File: src/hdl/stk_pkg.sv
// ----------------------------------------------------------------------------
// stk_pkg: shared types and constants of the sorted top-k norm keeper
// Holds the word formats of both channels, the cell control group and the
// register map of the configuration port.
// ----------------------------------------------------------------------------
package stk_pkg;

    // Sizes of the kept list and of one batch.
    localparam int KEEP_DEPTH    = 16;
    localparam int BATCH_DEPTH   = 1024;
    localparam int KEEP_CNT_BITS = $clog2(KEEP_DEPTH + 1);

    // Field widths.
    localparam int NORM_BITS  = 48;
    localparam int TAG_BITS   = 10;
    localparam int CNT_BITS   = 11;
    localparam int LIMIT_BITS = 5;
    localparam int RANK_BITS  = 4;

    // Configuration port.
    localparam int ADDR_BITS = 4;
    localparam int DATA_BITS = 64;
    localparam logic REG_GOAL  = 1'b0;
    localparam logic REG_LIMIT = 1'b1;
    localparam logic [LIMIT_BITS-1:0] LIMIT_RESET = LIMIT_BITS'(16);

    // One input word.
    typedef struct packed {
        logic [NORM_BITS-1:0] norm_sq;
        logic [TAG_BITS-1:0]  vector_tag;
        logic                 batch_end;
    } in_word_t;

    // One result word.
    typedef struct packed {
        logic [RANK_BITS-1:0] rank;
        logic [NORM_BITS-1:0] entry_norm;
        logic [TAG_BITS-1:0]  entry_tag;
        logic                 entry_valid;
        logic                 final_entry;
        logic [CNT_BITS-1:0]  valid_count;
        logic [NORM_BITS-1:0] min_norm;
        logic [TAG_BITS-1:0]  min_tag;
        logic [CNT_BITS-1:0]  last_valid_position;
    } out_word_t;

    // Commands broadcast to every cell of the chain.
    typedef struct packed {
        logic insert;
        logic drain;
    } stk_ctl_t;

endpackage

File: src/hdl/stk_cell.sv
// ----------------------------------------------------------------------------
// stk_cell: one slot of the sorted list
// Holds one norm and tag. On an insert it keeps its entry, takes the new
// candidate, or takes its left neighbor's entry; on a drain it takes its
// right neighbor's entry.
// ----------------------------------------------------------------------------
module stk_cell (
    input  logic                          aclk,
    input  stk_pkg::stk_ctl_t             ctl,
    input  logic                          occupied,
    input  logic                          in_limit,
    input  logic                          left_lt,
    input  logic [stk_pkg::NORM_BITS-1:0] left_norm,
    input  logic [stk_pkg::TAG_BITS-1:0]  left_tag,
    input  logic [stk_pkg::NORM_BITS-1:0] right_norm,
    input  logic [stk_pkg::TAG_BITS-1:0]  right_tag,
    input  logic [stk_pkg::NORM_BITS-1:0] cand_norm,
    input  logic [stk_pkg::TAG_BITS-1:0]  cand_tag,
    output logic                          lt,
    output logic                          hit,
    output logic [stk_pkg::NORM_BITS-1:0] norm,
    output logic [stk_pkg::TAG_BITS-1:0]  tag
);

    logic [stk_pkg::NORM_BITS-1:0] norm_reg, norm_next;
    logic [stk_pkg::TAG_BITS-1:0]  tag_reg, tag_next;

    // The candidate goes behind every held entry that is strictly smaller.
    assign lt  = occupied && (norm_reg < cand_norm);
    assign hit = in_limit && left_lt && !lt;

    // Pick the next content of the slot.
    always_comb begin
        norm_next = norm_reg;
        tag_next  = tag_reg;
        if (ctl.drain) begin
            norm_next = right_norm;
            tag_next  = right_tag;
        end else if (ctl.insert) begin
            if (hit) begin
                norm_next = cand_norm;
                tag_next  = cand_tag;
            end else if (in_limit && !left_lt) begin
                norm_next = left_norm;
                tag_next  = left_tag;
            end
        end
    end

    always_ff @(posedge aclk) begin
        norm_reg <= norm_next;
        tag_reg  <= tag_next;
    end

    assign norm = norm_reg;
    assign tag  = tag_reg;

endmodule

File: src/hdl/stk_chain.sv
// ----------------------------------------------------------------------------
// stk_chain: row of list cells
// Links the cells to their neighbors, tells each one whether it is occupied
// and within the limit, and shows the head of the list.
// ----------------------------------------------------------------------------
module stk_chain (
    input  logic                              aclk,
    input  stk_pkg::stk_ctl_t                 ctl,
    input  logic [stk_pkg::KEEP_CNT_BITS-1:0] cnt,
    input  logic [stk_pkg::KEEP_CNT_BITS-1:0] lim,
    input  logic [stk_pkg::NORM_BITS-1:0]     cand_norm,
    input  logic [stk_pkg::TAG_BITS-1:0]      cand_tag,
    output logic                              inserted,
    output logic [stk_pkg::NORM_BITS-1:0]     head_norm,
    output logic [stk_pkg::TAG_BITS-1:0]      head_tag
);

    logic [stk_pkg::KEEP_DEPTH-1:0] lt_w;
    logic [stk_pkg::KEEP_DEPTH-1:0] hit_w;
    logic [stk_pkg::KEEP_DEPTH-1:0] left_lt_w;
    logic [stk_pkg::NORM_BITS-1:0]  norm_w       [stk_pkg::KEEP_DEPTH];
    logic [stk_pkg::TAG_BITS-1:0]   tag_w        [stk_pkg::KEEP_DEPTH];
    logic [stk_pkg::NORM_BITS-1:0]  left_norm_w  [stk_pkg::KEEP_DEPTH];
    logic [stk_pkg::TAG_BITS-1:0]   left_tag_w   [stk_pkg::KEEP_DEPTH];
    logic [stk_pkg::NORM_BITS-1:0]  right_norm_w [stk_pkg::KEEP_DEPTH];
    logic [stk_pkg::TAG_BITS-1:0]   right_tag_w  [stk_pkg::KEEP_DEPTH];

    for (genvar i = 0; i < stk_pkg::KEEP_DEPTH; i++) begin : g_cell
        // Neighbor links; the ends of the row see the candidate.
        if (i == 0) begin : g_first
            assign left_lt_w[i]   = 1'b1;
            assign left_norm_w[i] = cand_norm;
            assign left_tag_w[i]  = cand_tag;
        end else begin : g_inner
            assign left_lt_w[i]   = lt_w[i-1];
            assign left_norm_w[i] = norm_w[i-1];
            assign left_tag_w[i]  = tag_w[i-1];
        end
        if (i == stk_pkg::KEEP_DEPTH - 1) begin : g_last
            assign right_norm_w[i] = cand_norm;
            assign right_tag_w[i]  = cand_tag;
        end else begin : g_body
            assign right_norm_w[i] = norm_w[i+1];
            assign right_tag_w[i]  = tag_w[i+1];
        end

        stk_cell u_cell (
            .aclk       (aclk),
            .ctl        (ctl),
            .occupied   (stk_pkg::KEEP_CNT_BITS'(i) < cnt),
            .in_limit   (stk_pkg::KEEP_CNT_BITS'(i) < lim),
            .left_lt    (left_lt_w[i]),
            .left_norm  (left_norm_w[i]),
            .left_tag   (left_tag_w[i]),
            .right_norm (right_norm_w[i]),
            .right_tag  (right_tag_w[i]),
            .cand_norm  (cand_norm),
            .cand_tag   (cand_tag),
            .lt         (lt_w[i]),
            .hit        (hit_w[i]),
            .norm       (norm_w[i]),
            .tag        (tag_w[i])
        );
    end

    // Exactly one cell takes the candidate when its place is within the limit.
    assign inserted  = |hit_w;
    assign head_norm = norm_w[0];
    assign head_tag  = tag_w[0];

endmodule

File: src/hdl/sorted_top_k_norm_keeper.sv
// ----------------------------------------------------------------------------
// sorted_top_k_norm_keeper: keeps the smallest candidates of a batch, sorted
// Input words (s_word) carry a squared norm, a tag and a batch end flag; a
// norm of zero is no candidate. Each accepted word is placed into a row of
// compare-and-shift cells in the cycle it is accepted, so input words are
// taken one per cycle for the whole batch.
// On the word that ends a batch, the input side closes and the list is
// drained through the output register, one result word per cycle while
// m_ready is high: one word per kept entry, or one empty word when nothing
// was kept. The first result is loaded from the drain state that the batch
// end word enters. The input reopens as soon as the last result is loaded,
// so the next batch may start while that word still waits. A stall on
// m_ready holds the drain and the result in place.
// Writes go to goal_norm_sq at 0x0 and keep_limit at 0x8 on the APB port;
// configure only between words.
// Reset empties the list, clears the batch statistics and the output valid
// flag, and sets goal_norm_sq to 0 and keep_limit to 16.
// ----------------------------------------------------------------------------
module sorted_top_k_norm_keeper (
    input  logic                          aclk,
    input  logic                          aresetn,
    input  logic                          s_valid,
    output logic                          s_ready,
    input  stk_pkg::in_word_t             s_word,
    output logic                          m_valid,
    input  logic                          m_ready,
    output stk_pkg::out_word_t            m_word,
    input  logic                          psel,
    input  logic                          penable,
    input  logic                          pwrite,
    input  logic [stk_pkg::ADDR_BITS-1:0] paddr,
    input  logic [stk_pkg::DATA_BITS-1:0] pwdata,
    output logic [stk_pkg::DATA_BITS-1:0] prdata,
    output logic                          pready
);

    localparam logic ST_COLLECT = 1'b0;
    localparam logic ST_DRAIN   = 1'b1;

    localparam logic [stk_pkg::CNT_BITS-1:0] BATCH_MAX =
        stk_pkg::CNT_BITS'(stk_pkg::BATCH_DEPTH);
    localparam logic [stk_pkg::KEEP_CNT_BITS-1:0] DEPTH_CNT =
        stk_pkg::KEEP_CNT_BITS'(stk_pkg::KEEP_DEPTH);

    logic                                state_reg, state_next;
    logic [stk_pkg::NORM_BITS-1:0]       goal_reg, goal_next;
    logic [stk_pkg::LIMIT_BITS-1:0]      limit_reg, limit_next;
    logic [stk_pkg::KEEP_CNT_BITS-1:0]   kept_reg, kept_next;
    logic [stk_pkg::NORM_BITS-1:0]       small_norm_reg, small_norm_next;
    logic [stk_pkg::TAG_BITS-1:0]        small_tag_reg, small_tag_next;
    logic [stk_pkg::CNT_BITS-1:0]        proc_cnt_reg, proc_cnt_next;
    logic [stk_pkg::CNT_BITS-1:0]        batch_pos_reg, batch_pos_next;
    logic [stk_pkg::CNT_BITS-1:0]        last_pos_reg, last_pos_next;
    logic                                empty_reg, empty_next;
    logic [stk_pkg::RANK_BITS-1:0]       rank_reg, rank_next;
    logic                                m_valid_reg, m_valid_next;
    stk_pkg::out_word_t                  m_word_reg, m_word_next;

    logic                                wr_en;
    logic                                take;
    logic                                process;
    logic                                load;
    logic                                last_word;
    logic                                inserted;
    logic [stk_pkg::KEEP_CNT_BITS-1:0]   lim;
    logic [stk_pkg::KEEP_CNT_BITS-1:0]   cnt;
    logic [stk_pkg::KEEP_CNT_BITS-1:0]   cnt_after;
    logic [stk_pkg::CNT_BITS-1:0]        pos_plus;
    logic [stk_pkg::NORM_BITS-1:0]       head_norm;
    logic [stk_pkg::TAG_BITS-1:0]        head_tag;
    stk_pkg::stk_ctl_t                   ctl;

    // Configuration port.
    assign pready = 1'b1;
    assign wr_en  = psel && penable && pwrite;

    always_comb begin
        goal_next  = goal_reg;
        limit_next = limit_reg;
        prdata     = '0;
        unique case (paddr[3])
            stk_pkg::REG_GOAL: begin
                prdata = stk_pkg::DATA_BITS'(goal_reg);
                if (wr_en) begin
                    goal_next = pwdata[stk_pkg::NORM_BITS-1:0];
                end
            end
            stk_pkg::REG_LIMIT: begin
                prdata = stk_pkg::DATA_BITS'(limit_reg);
                if (wr_en) begin
                    limit_next = pwdata[stk_pkg::LIMIT_BITS-1:0];
                end
            end
            default: begin
                prdata = '0;
            end
        endcase
    end

    // Effective limit and the part of the list that is still live.
    always_comb begin
        if (limit_reg == '0) begin
            lim = stk_pkg::KEEP_CNT_BITS'(1);
        end else if (stk_pkg::KEEP_CNT_BITS'(limit_reg) > DEPTH_CNT) begin
            lim = DEPTH_CNT;
        end else begin
            lim = stk_pkg::KEEP_CNT_BITS'(limit_reg);
        end
        cnt = (kept_reg < lim) ? kept_reg : lim;
    end

    // Handshake and cell commands.
    assign s_ready   = (state_reg == ST_COLLECT);
    assign take      = s_valid && s_ready;
    assign process   = take && (goal_reg < small_norm_reg) && (s_word.norm_sq != '0);
    assign load      = (state_reg == ST_DRAIN) && (!m_valid_reg || m_ready);
    assign last_word = empty_reg || (kept_reg == stk_pkg::KEEP_CNT_BITS'(1));
    assign ctl.insert = process;
    assign ctl.drain  = load;

    stk_chain u_chain (
        .aclk      (aclk),
        .ctl       (ctl),
        .cnt       (cnt),
        .lim       (lim),
        .cand_norm (s_word.norm_sq),
        .cand_tag  (s_word.vector_tag),
        .inserted  (inserted),
        .head_norm (head_norm),
        .head_tag  (head_tag)
    );

    // List length after the current word.
    always_comb begin
        cnt_after = kept_reg;
        if (process) begin
            cnt_after = (inserted && (cnt < lim)) ? cnt + 1'b1 : cnt;
        end
    end

    // Batch statistics, list length and drain control.
    always_comb begin
        state_next      = state_reg;
        kept_next       = kept_reg;
        small_norm_next = small_norm_reg;
        small_tag_next  = small_tag_reg;
        proc_cnt_next   = proc_cnt_reg;
        batch_pos_next  = batch_pos_reg;
        last_pos_next   = last_pos_reg;
        empty_next      = empty_reg;
        rank_next       = rank_reg;
        pos_plus        = batch_pos_reg + 1'b1;

        if (take) begin
            if (batch_pos_reg < BATCH_MAX) begin
                batch_pos_next = pos_plus;
            end
            kept_next = cnt_after;
            if (process) begin
                last_pos_next = (pos_plus > BATCH_MAX) ? BATCH_MAX : pos_plus;
                if (s_word.norm_sq < small_norm_reg) begin
                    small_norm_next = s_word.norm_sq;
                    small_tag_next  = s_word.vector_tag;
                end
                if (proc_cnt_reg < BATCH_MAX) begin
                    proc_cnt_next = proc_cnt_reg + 1'b1;
                end
            end
            if (s_word.batch_end) begin
                // Trim to the limit and start the drain.
                kept_next  = (cnt_after < lim) ? cnt_after : lim;
                empty_next = (cnt_after == '0);
                rank_next  = '0;
                state_next = ST_DRAIN;
            end
        end

        if (load) begin
            rank_next = rank_reg + 1'b1;
            kept_next = kept_reg - 1'b1;
            if (last_word) begin
                // Last result loaded: clear the batch and reopen the input.
                state_next      = ST_COLLECT;
                kept_next       = '0;
                small_norm_next = '1;
                small_tag_next  = '0;
                proc_cnt_next   = '0;
                batch_pos_next  = '0;
                last_pos_next   = '0;
                rank_next       = '0;
            end
        end
    end

    // Output register.
    always_comb begin
        m_valid_next = m_valid_reg;
        m_word_next  = m_word_reg;
        if (load) begin
            m_valid_next                    = 1'b1;
            m_word_next.rank                = rank_reg;
            m_word_next.entry_norm          = empty_reg ? '0 : head_norm;
            m_word_next.entry_tag           = empty_reg ? '0 : head_tag;
            m_word_next.entry_valid         = !empty_reg;
            m_word_next.final_entry         = last_word;
            m_word_next.valid_count         = proc_cnt_reg;
            m_word_next.min_norm            = small_norm_reg;
            m_word_next.min_tag             = small_tag_reg;
            m_word_next.last_valid_position = last_pos_reg;
        end else if (m_ready) begin
            m_valid_next = 1'b0;
        end
    end

    always_ff @(posedge aclk) begin
        if (!aresetn) begin
            state_reg      <= ST_COLLECT;
            goal_reg       <= '0;
            limit_reg      <= stk_pkg::LIMIT_RESET;
            kept_reg       <= '0;
            small_norm_reg <= '1;
            small_tag_reg  <= '0;
            proc_cnt_reg   <= '0;
            batch_pos_reg  <= '0;
            last_pos_reg   <= '0;
            empty_reg      <= 1'b0;
            rank_reg       <= '0;
            m_valid_reg    <= 1'b0;
        end else begin
            state_reg      <= state_next;
            goal_reg       <= goal_next;
            limit_reg      <= limit_next;
            kept_reg       <= kept_next;
            small_norm_reg <= small_norm_next;
            small_tag_reg  <= small_tag_next;
            proc_cnt_reg   <= proc_cnt_next;
            batch_pos_reg  <= batch_pos_next;
            last_pos_reg   <= last_pos_next;
            empty_reg      <= empty_next;
            rank_reg       <= rank_next;
            m_valid_reg    <= m_valid_next;
        end
    end

    always_ff @(posedge aclk) begin
        m_word_reg <= m_word_next;
    end

    assign m_valid = m_valid_reg;
    assign m_word  = m_word_reg;

endmodule

File: config.mk
export PLATFORM = sky130hd
export DESIGN_NAME = sorted_top_k_norm_keeper
export DESIGN_NICKNAME = d
export VERILOG_FILES = /design/src/hdl/stk_pkg.sv /design/src/hdl/stk_cell.sv /design/src/hdl/stk_chain.sv /design/src/hdl/sorted_top_k_norm_keeper.sv
export SDC_FILE = /design/constraint.sdc
export NUM_CORES = 2
export LEC_CHECK = 0
export BUFFER_PORTS_ARGS = -buffer_cell sky130_fd_sc_hd__clkbuf_2
export CORE_ASPECT_RATIO = 1.4
export CORE_MARGIN = 3
export CORE_UTILIZATION = 60
export CTS_CLUSTER_SIZE = 20
export DETAILED_ROUTE_END_ITERATION = 7
export PLACE_DENSITY = 0.89
export SYNTH_ARGS = -nofsm -noshare
export SYNTH_HDL_FRONTEND = slang
export SYNTH_HIERARCHICAL = 1
export SYNTH_SLANG_ARGS = --single-unit
File: constraint.sdc
create_clock -name aclk -period 12.5 [get_ports aclk]
set_input_delay 3.75 -clock aclk [delete_from_list [all_inputs] [get_ports aclk]]
set_output_delay 3.75 -clock aclk [all_outputs]
set_load 0.01 [all_outputs]
## Yosys cells after proc, flatten, opt, wreduce, memory -nomap -nowiden

Index checks and enable logic that the tools add are counted.

- Memories: 0
- Output and inout bits: 211
- Bits in latches: 0
- Register bits: 1228
- Bits in writable memories: 0
- ROM bits: 0

- Order comparisons: 57
- Shift operators: 0
- Reduce and logical (&&, ||, !) cells: 133
- Add/sub/neg operators: 5
- Mux-type cells: 171
- Div/mod/pow operators: 0
- Eq/ne operators: 1
- Bitwise gates (word level): 2
- Multipliers: 0

Operators by type and width:

| operator | count |
|---|---|
| two-way mux 48 bit | 68 |
| < comparator 48 bit | 18 |
| two-way mux 10 bit | 68 |
| two-way mux 11 bit | 14 |
| case mux 64 bit (2 select lines) | 1 |
| < comparator 4 x 5 -> 1 bit, first input constant | 16 |
| logical AND 1 bit | 69 |
| two-way mux 5 bit | 10 |
| nonzero test 48 bit | 1 |
| nonzero test 3 bit | 15 |
| < comparator 3 x 5 -> 1 bit, first input constant | 8 |
| AND reduction 2 bit | 20 |
| adder 11 x 1 -> 11 bit, second input constant | 2 |
| < comparator 11 bit, second input constant | 2 |
| < comparator 1 x 5 -> 1 bit, first input constant | 4 |
| < comparator 2 x 5 -> 1 bit, first input constant | 4 |
| logical NOT 1 bit | 18 |
| two-way mux 4 bit | 4 |
| OR reduction 16 bit | 1 |
| < comparator 5 bit | 3 |
| greater-than comparator 11 bit, second input constant | 1 |
| logical NOT 5 bit | 2 |
| nonzero test 2 bit | 5 |
| two-way mux 1 bit | 6 |
| other kinds (7) | 9 |

## Logic depth before layout (Yosys ltp)

- Depth after elaboration: 18
- Depth in mapped cells: 38

## Modules after synthesis

Netlist, hierarchy kept.

By module, submodules not included:

| module | times used | area each (um2) | cells an instance |
|---|---|---|---|
| stk_cell | 16 | 4844.6 | 433 |
| sorted_top_k_norm_keeper | 1 | 14078.5 | 1338 |
| stk_chain | 1 | 339.1 | 60 |

## Worst setup path before layout

No wires, ideal clock.

- Path kind: input -> register
- Start: in m_ready
- End: reg u_chain.g_cell[0].u_cell.norm_reg (netlist bit u_chain/g_cell[0].u_cell/norm[0]), enable pin
- Cell stages on the path: 8
- Path slack: 1.914 ns
- Arrival: 10.093 ns
- Buffers on the path: 3
- Required time: 12.007 ns
- Library setup time: 0.493 ns
- Cells stage by stage: nand2b_1 -> nand2_1 -> clkinv_1 -> clkbuf_1 -> buf_2 -> clkbuf_1 -> nor3b_1 -> a21oi_1

- Cells in the longest elaborated chain, start to end: 4

Ends and longest elaborated chain:

| element | RTL line | text |
|---|---|---|
| start: declaration | sorted_top_k_norm_keeper.sv:26 | `input logic m_ready,` |
| logical OR 1 bit * | sorted_top_k_norm_keeper.sv:116 | `assign load = (state_reg == ST_DRAIN) && (!m_valid_reg \|\| m_ready);` |
| logical AND 1 bit * | sorted_top_k_norm_keeper.sv:116 |  |
| named net load | sorted_top_k_norm_keeper.sv:62 | `logic load;` |
| nonzero test 2 bit (no line) | -- |  |
| AND reduction 2 bit (no line) * | -- |  |
| end signal: assignment | stk_cell.sv:51 | `norm_reg <= norm_next;` |
| end: declaration | stk_cell.sv:25 | `logic [stk_pkg::NORM_BITS-1:0] norm_reg, norm_next;` |

Mark *: on every way through the listed nets, which the timed path passes. The rest lies on a longest branch.
A chain may end at the register's enable or synchronous reset.

## Worst setup path after layout

- Start: in s_word[58] (netlist bit)
- End: reg kept_reg[2] (netlist bit)

- Cells in the longest elaborated chain, start to end: 13

Ends and longest elaborated chain:

| element | RTL line | text |
|---|---|---|
| start: declaration | sorted_top_k_norm_keeper.sv:24 | `input stk_pkg::in_word_t s_word,` |
| < comparator 48 bit * | stk_cell.sv:29 | `assign lt = occupied && (norm_reg < cand_norm);` |
| logical AND 1 bit * | stk_cell.sv:29 |  |
| named net u_chain.left_lt_w, one bit | stk_chain.sv:20 | `logic [stk_pkg::KEEP_DEPTH-1:0] left_lt_w;` |
| logical AND 1 bit * (2 in a row) | stk_cell.sv:30 | `assign hit = in_limit && left_lt && !lt;` |
| named net u_chain.hit_w, one bit | stk_chain.sv:19 | `logic [stk_pkg::KEEP_DEPTH-1:0] hit_w;` |
| OR reduction 16 bit * | stk_chain.sv:67 | `assign inserted = \|hit_w;` |
| named net inserted | sorted_top_k_norm_keeper.sv:64 | `logic inserted;` |
| logical AND 1 bit * | sorted_top_k_norm_keeper.sv:137 | `cnt_after = (inserted && (cnt < lim)) ? cnt + 1'b1 : cnt;` |
| two-way mux 5 bit * | sorted_top_k_norm_keeper.sv:137 |  |
| two-way mux 5 bit * | sorted_top_k_norm_keeper.sv:136 | `if (process) begin` |
| < comparator 5 bit | sorted_top_k_norm_keeper.sv:171 | `kept_next = (cnt_after < lim) ? cnt_after : lim;` |
| two-way mux 5 bit | sorted_top_k_norm_keeper.sv:171 |  |
| two-way mux 5 bit * | sorted_top_k_norm_keeper.sv:169 | `if (s_word.batch_end) begin` |
| two-way mux 5 bit * | sorted_top_k_norm_keeper.sv:154 | `if (take) begin` |
| two-way mux 5 bit * | sorted_top_k_norm_keeper.sv:178 | `if (load) begin` |
| end signal: assignment | sorted_top_k_norm_keeper.sv:233 | `kept_reg <= kept_next;` |
| end: declaration | sorted_top_k_norm_keeper.sv:48 | `logic [stk_pkg::KEEP_CNT_BITS-1:0] kept_reg, kept_next;` |

Mark *: on every way through the listed nets, which the timed path passes. The rest lies on a longest branch. The select of a mux whose other input is x is not followed.

==> run summary <==
post-CTS sizing -> 0
core footprint -> 152000 sq um
Global Route Usage Sum -> 32.4%
Clock Sinks -> 1228
final hold vios -> 0
Inserted Clock Buffers -> 133
Syn Area/Cell -> 11.0 sq um
crit start category -> input pin
post-layout min period -> 10.60 ns
Layout Skew -> 0.0402 ns
die width -> 337 um
Routed wire per std cell -> 24.6 um
first-pass GRT wire length -> 404000 um
Non-Filler Instances -> 10600
clock buffer depth -> 3
drt drc -> 0
top-level I/O count -> 345
Worst EP arrival -> 11.29 ns
vias in the first global route -> 72800
placed cell area -> 95500 sq um
initial antenna violation count -> 7
clock slew at reported path FFs -> 0.06 ns
Max Fclk -> 0.0944 GHz
Die Y -> 469 um
DR pass1 iterations -> 8
metal2 WL -> 134000 um
pwr/cell area -> 254 nW/um^2
Routed Antenna Nets -> 0
Fin Hold WS -> 0.429 ns
CTS tree -> built
RSZ-0062 raised after global routing -> no
pre-CTS WS -> 1.39 ns
H-tree levels -> 4
fin nets -> 9557
initial DRC count -> 6217
worst slew pin tran -> 1.18 ns
P&R area growth vs syn -> 8.76%
gpl congestion -> 0.930
hold_buf cts -> 0
Clk Latency, worst-skew pair -> 0.82 ns
number of flip-flops in the largest register -> 768
crit path kind -> in2reg
HPWL after detailed placement -> 184000 um
Fin Setup TNS -> 0 ns
Max Slew Vio Count -> 0
Vias -> 69700
FF/Latch Area -> 35300 sq um
Starting Density -> 60.5%
largest net degree at the start of global routing -> 158
Slew headroom -> 21.0%
Leak -> 45.7 nW
final design area excluding fillers -> 100000 sq um
final setup fails -> 0
area of the multi-input gates -> 51700 sq um
share of layout cells above drive strength 1 -> 8.70%
total gr overflow -> 0
Hold WC Path Type -> reg2reg
worst-case vdd ir drop -> 0.255 mV
outcome -> complete, no violations
WL met3 -> 15600 um
root buffer cell -> clkbuf_16
Synth warnings -> 6
Setup Buffers After CTS -> 0
port bufs -> 308
MaxCap Viol Count -> 0
Cells after Synth -> 8325
Cell Area, Synth -> 91900 sq um
worst-path fanout max -> 27
fillcell total -> 10600
Critical Path RT -> 13.19 ns
Metal-1 WL -> 89800 um
Top Layer Used -> met4
Row Count -> 169
mean number of vias per cell -> 6.55
critical path capture point type -> flop
Final period util -> 84.8%
Detailed Route WL -> 262000 um
Final Worst Setup Slack -> 1.90 ns
dpl cells -> 10400
die area -> 158000 sq um
layer usage:
metal  up-vias  track usage [%]
met4         0             25.2
li1      31200                -
met2      3134             58.1
met3      1204             5.06
met1     34100             33.8
met5         -                0
through the flow:
| step | total power (W) | utilization, % |
|---|---|---|
| after floorplan | 0.0174 | - |
| after global placement | 0.0199 | 62.9 |
| after detailed placement | 0.0207 | 62.9 |
| after CTS | 0.0250 | 65.8 |
| after global routing | 0.0266 | 65.9 |
| final | 0.0254 | 65.9 |
final timing paths:
check	start	end	cells past startpoint	slack, ns
setup / recovery	s_word[58]	kept_reg[2]	28	1.90
hold / removal	last_pos_reg[9]	m_word[9]	0	0.43
setup reg to reg	limit_reg[4]	kept_reg[2]	32	3.42
hold reg to reg	last_pos_reg[9]	m_word[9]	0	0.43
worst max-delay path: stages:
cell	delay, ns
clkbuf_2	0.35
buf_4	0.39
inv_1	0.09
ha_1	0.34
nand4_1	0.25
nor4_1	0.81
nand2_1	0.14
nor3_2	0.27
a22oi_1	0.19
nor2b_1	0.22
and2_1	0.21
a21boi_0	0.19
a311oi_4	0.37
inv_2	0.09
nor4_1	0.56
nand4_1	0.55
nor2b_1	0.33
nand4_1	0.14
xnor2_1	0.10
mux2i_1	0.30
inv_1	0.08
ha_1	0.30
a21o_1	0.16
a21o_1	0.16
a21oi_1	0.23
nor2_1	0.06
a31o_2	0.27
a221o_1	0.33
placed cells by master (no fill, tap or decap), drive strengths merged, types with 19 or more instances in the layout:
cell	n
a211oi	20
a21boi	34
a21o	39
a21oi	414
a221oi	37
a311oi	32
buf	153
clkbuf	472
clkinv	52
conb	19
dfxtp	156
edfxtp	1072
ha	865
inv	863
mux2i	2864
nand2	470
nand2b	59
nand3	87
nand4	130
nor2	147
nor2b	127
nor3	58
nor4	68
o21ai	199
layout make-up:
cell class | count | share of cell area, %
Antenna cell | 2 | 0.00501
Clock buffer | 164 | 3.58
Clock inverter | 81 | 0.904
Inverter | 855 | 3.22
Multi-Input combinational cell | 5879 | 51.7
Sequential cell | 1228 | 35.3
Tap cell | 1966 | 2.46
Timing Repair Buffer | 461 | 2.84
report_power, final:
group	leakage, nW	switching, W	internal, W
registers	11.6	0.00232	0.00742
logic	31.9	0.00648	0.00497
clock network	2.18	0.00182	0.00234
total	45.7	0.0106	0.0147
Power figures use the tool's default switching activity.
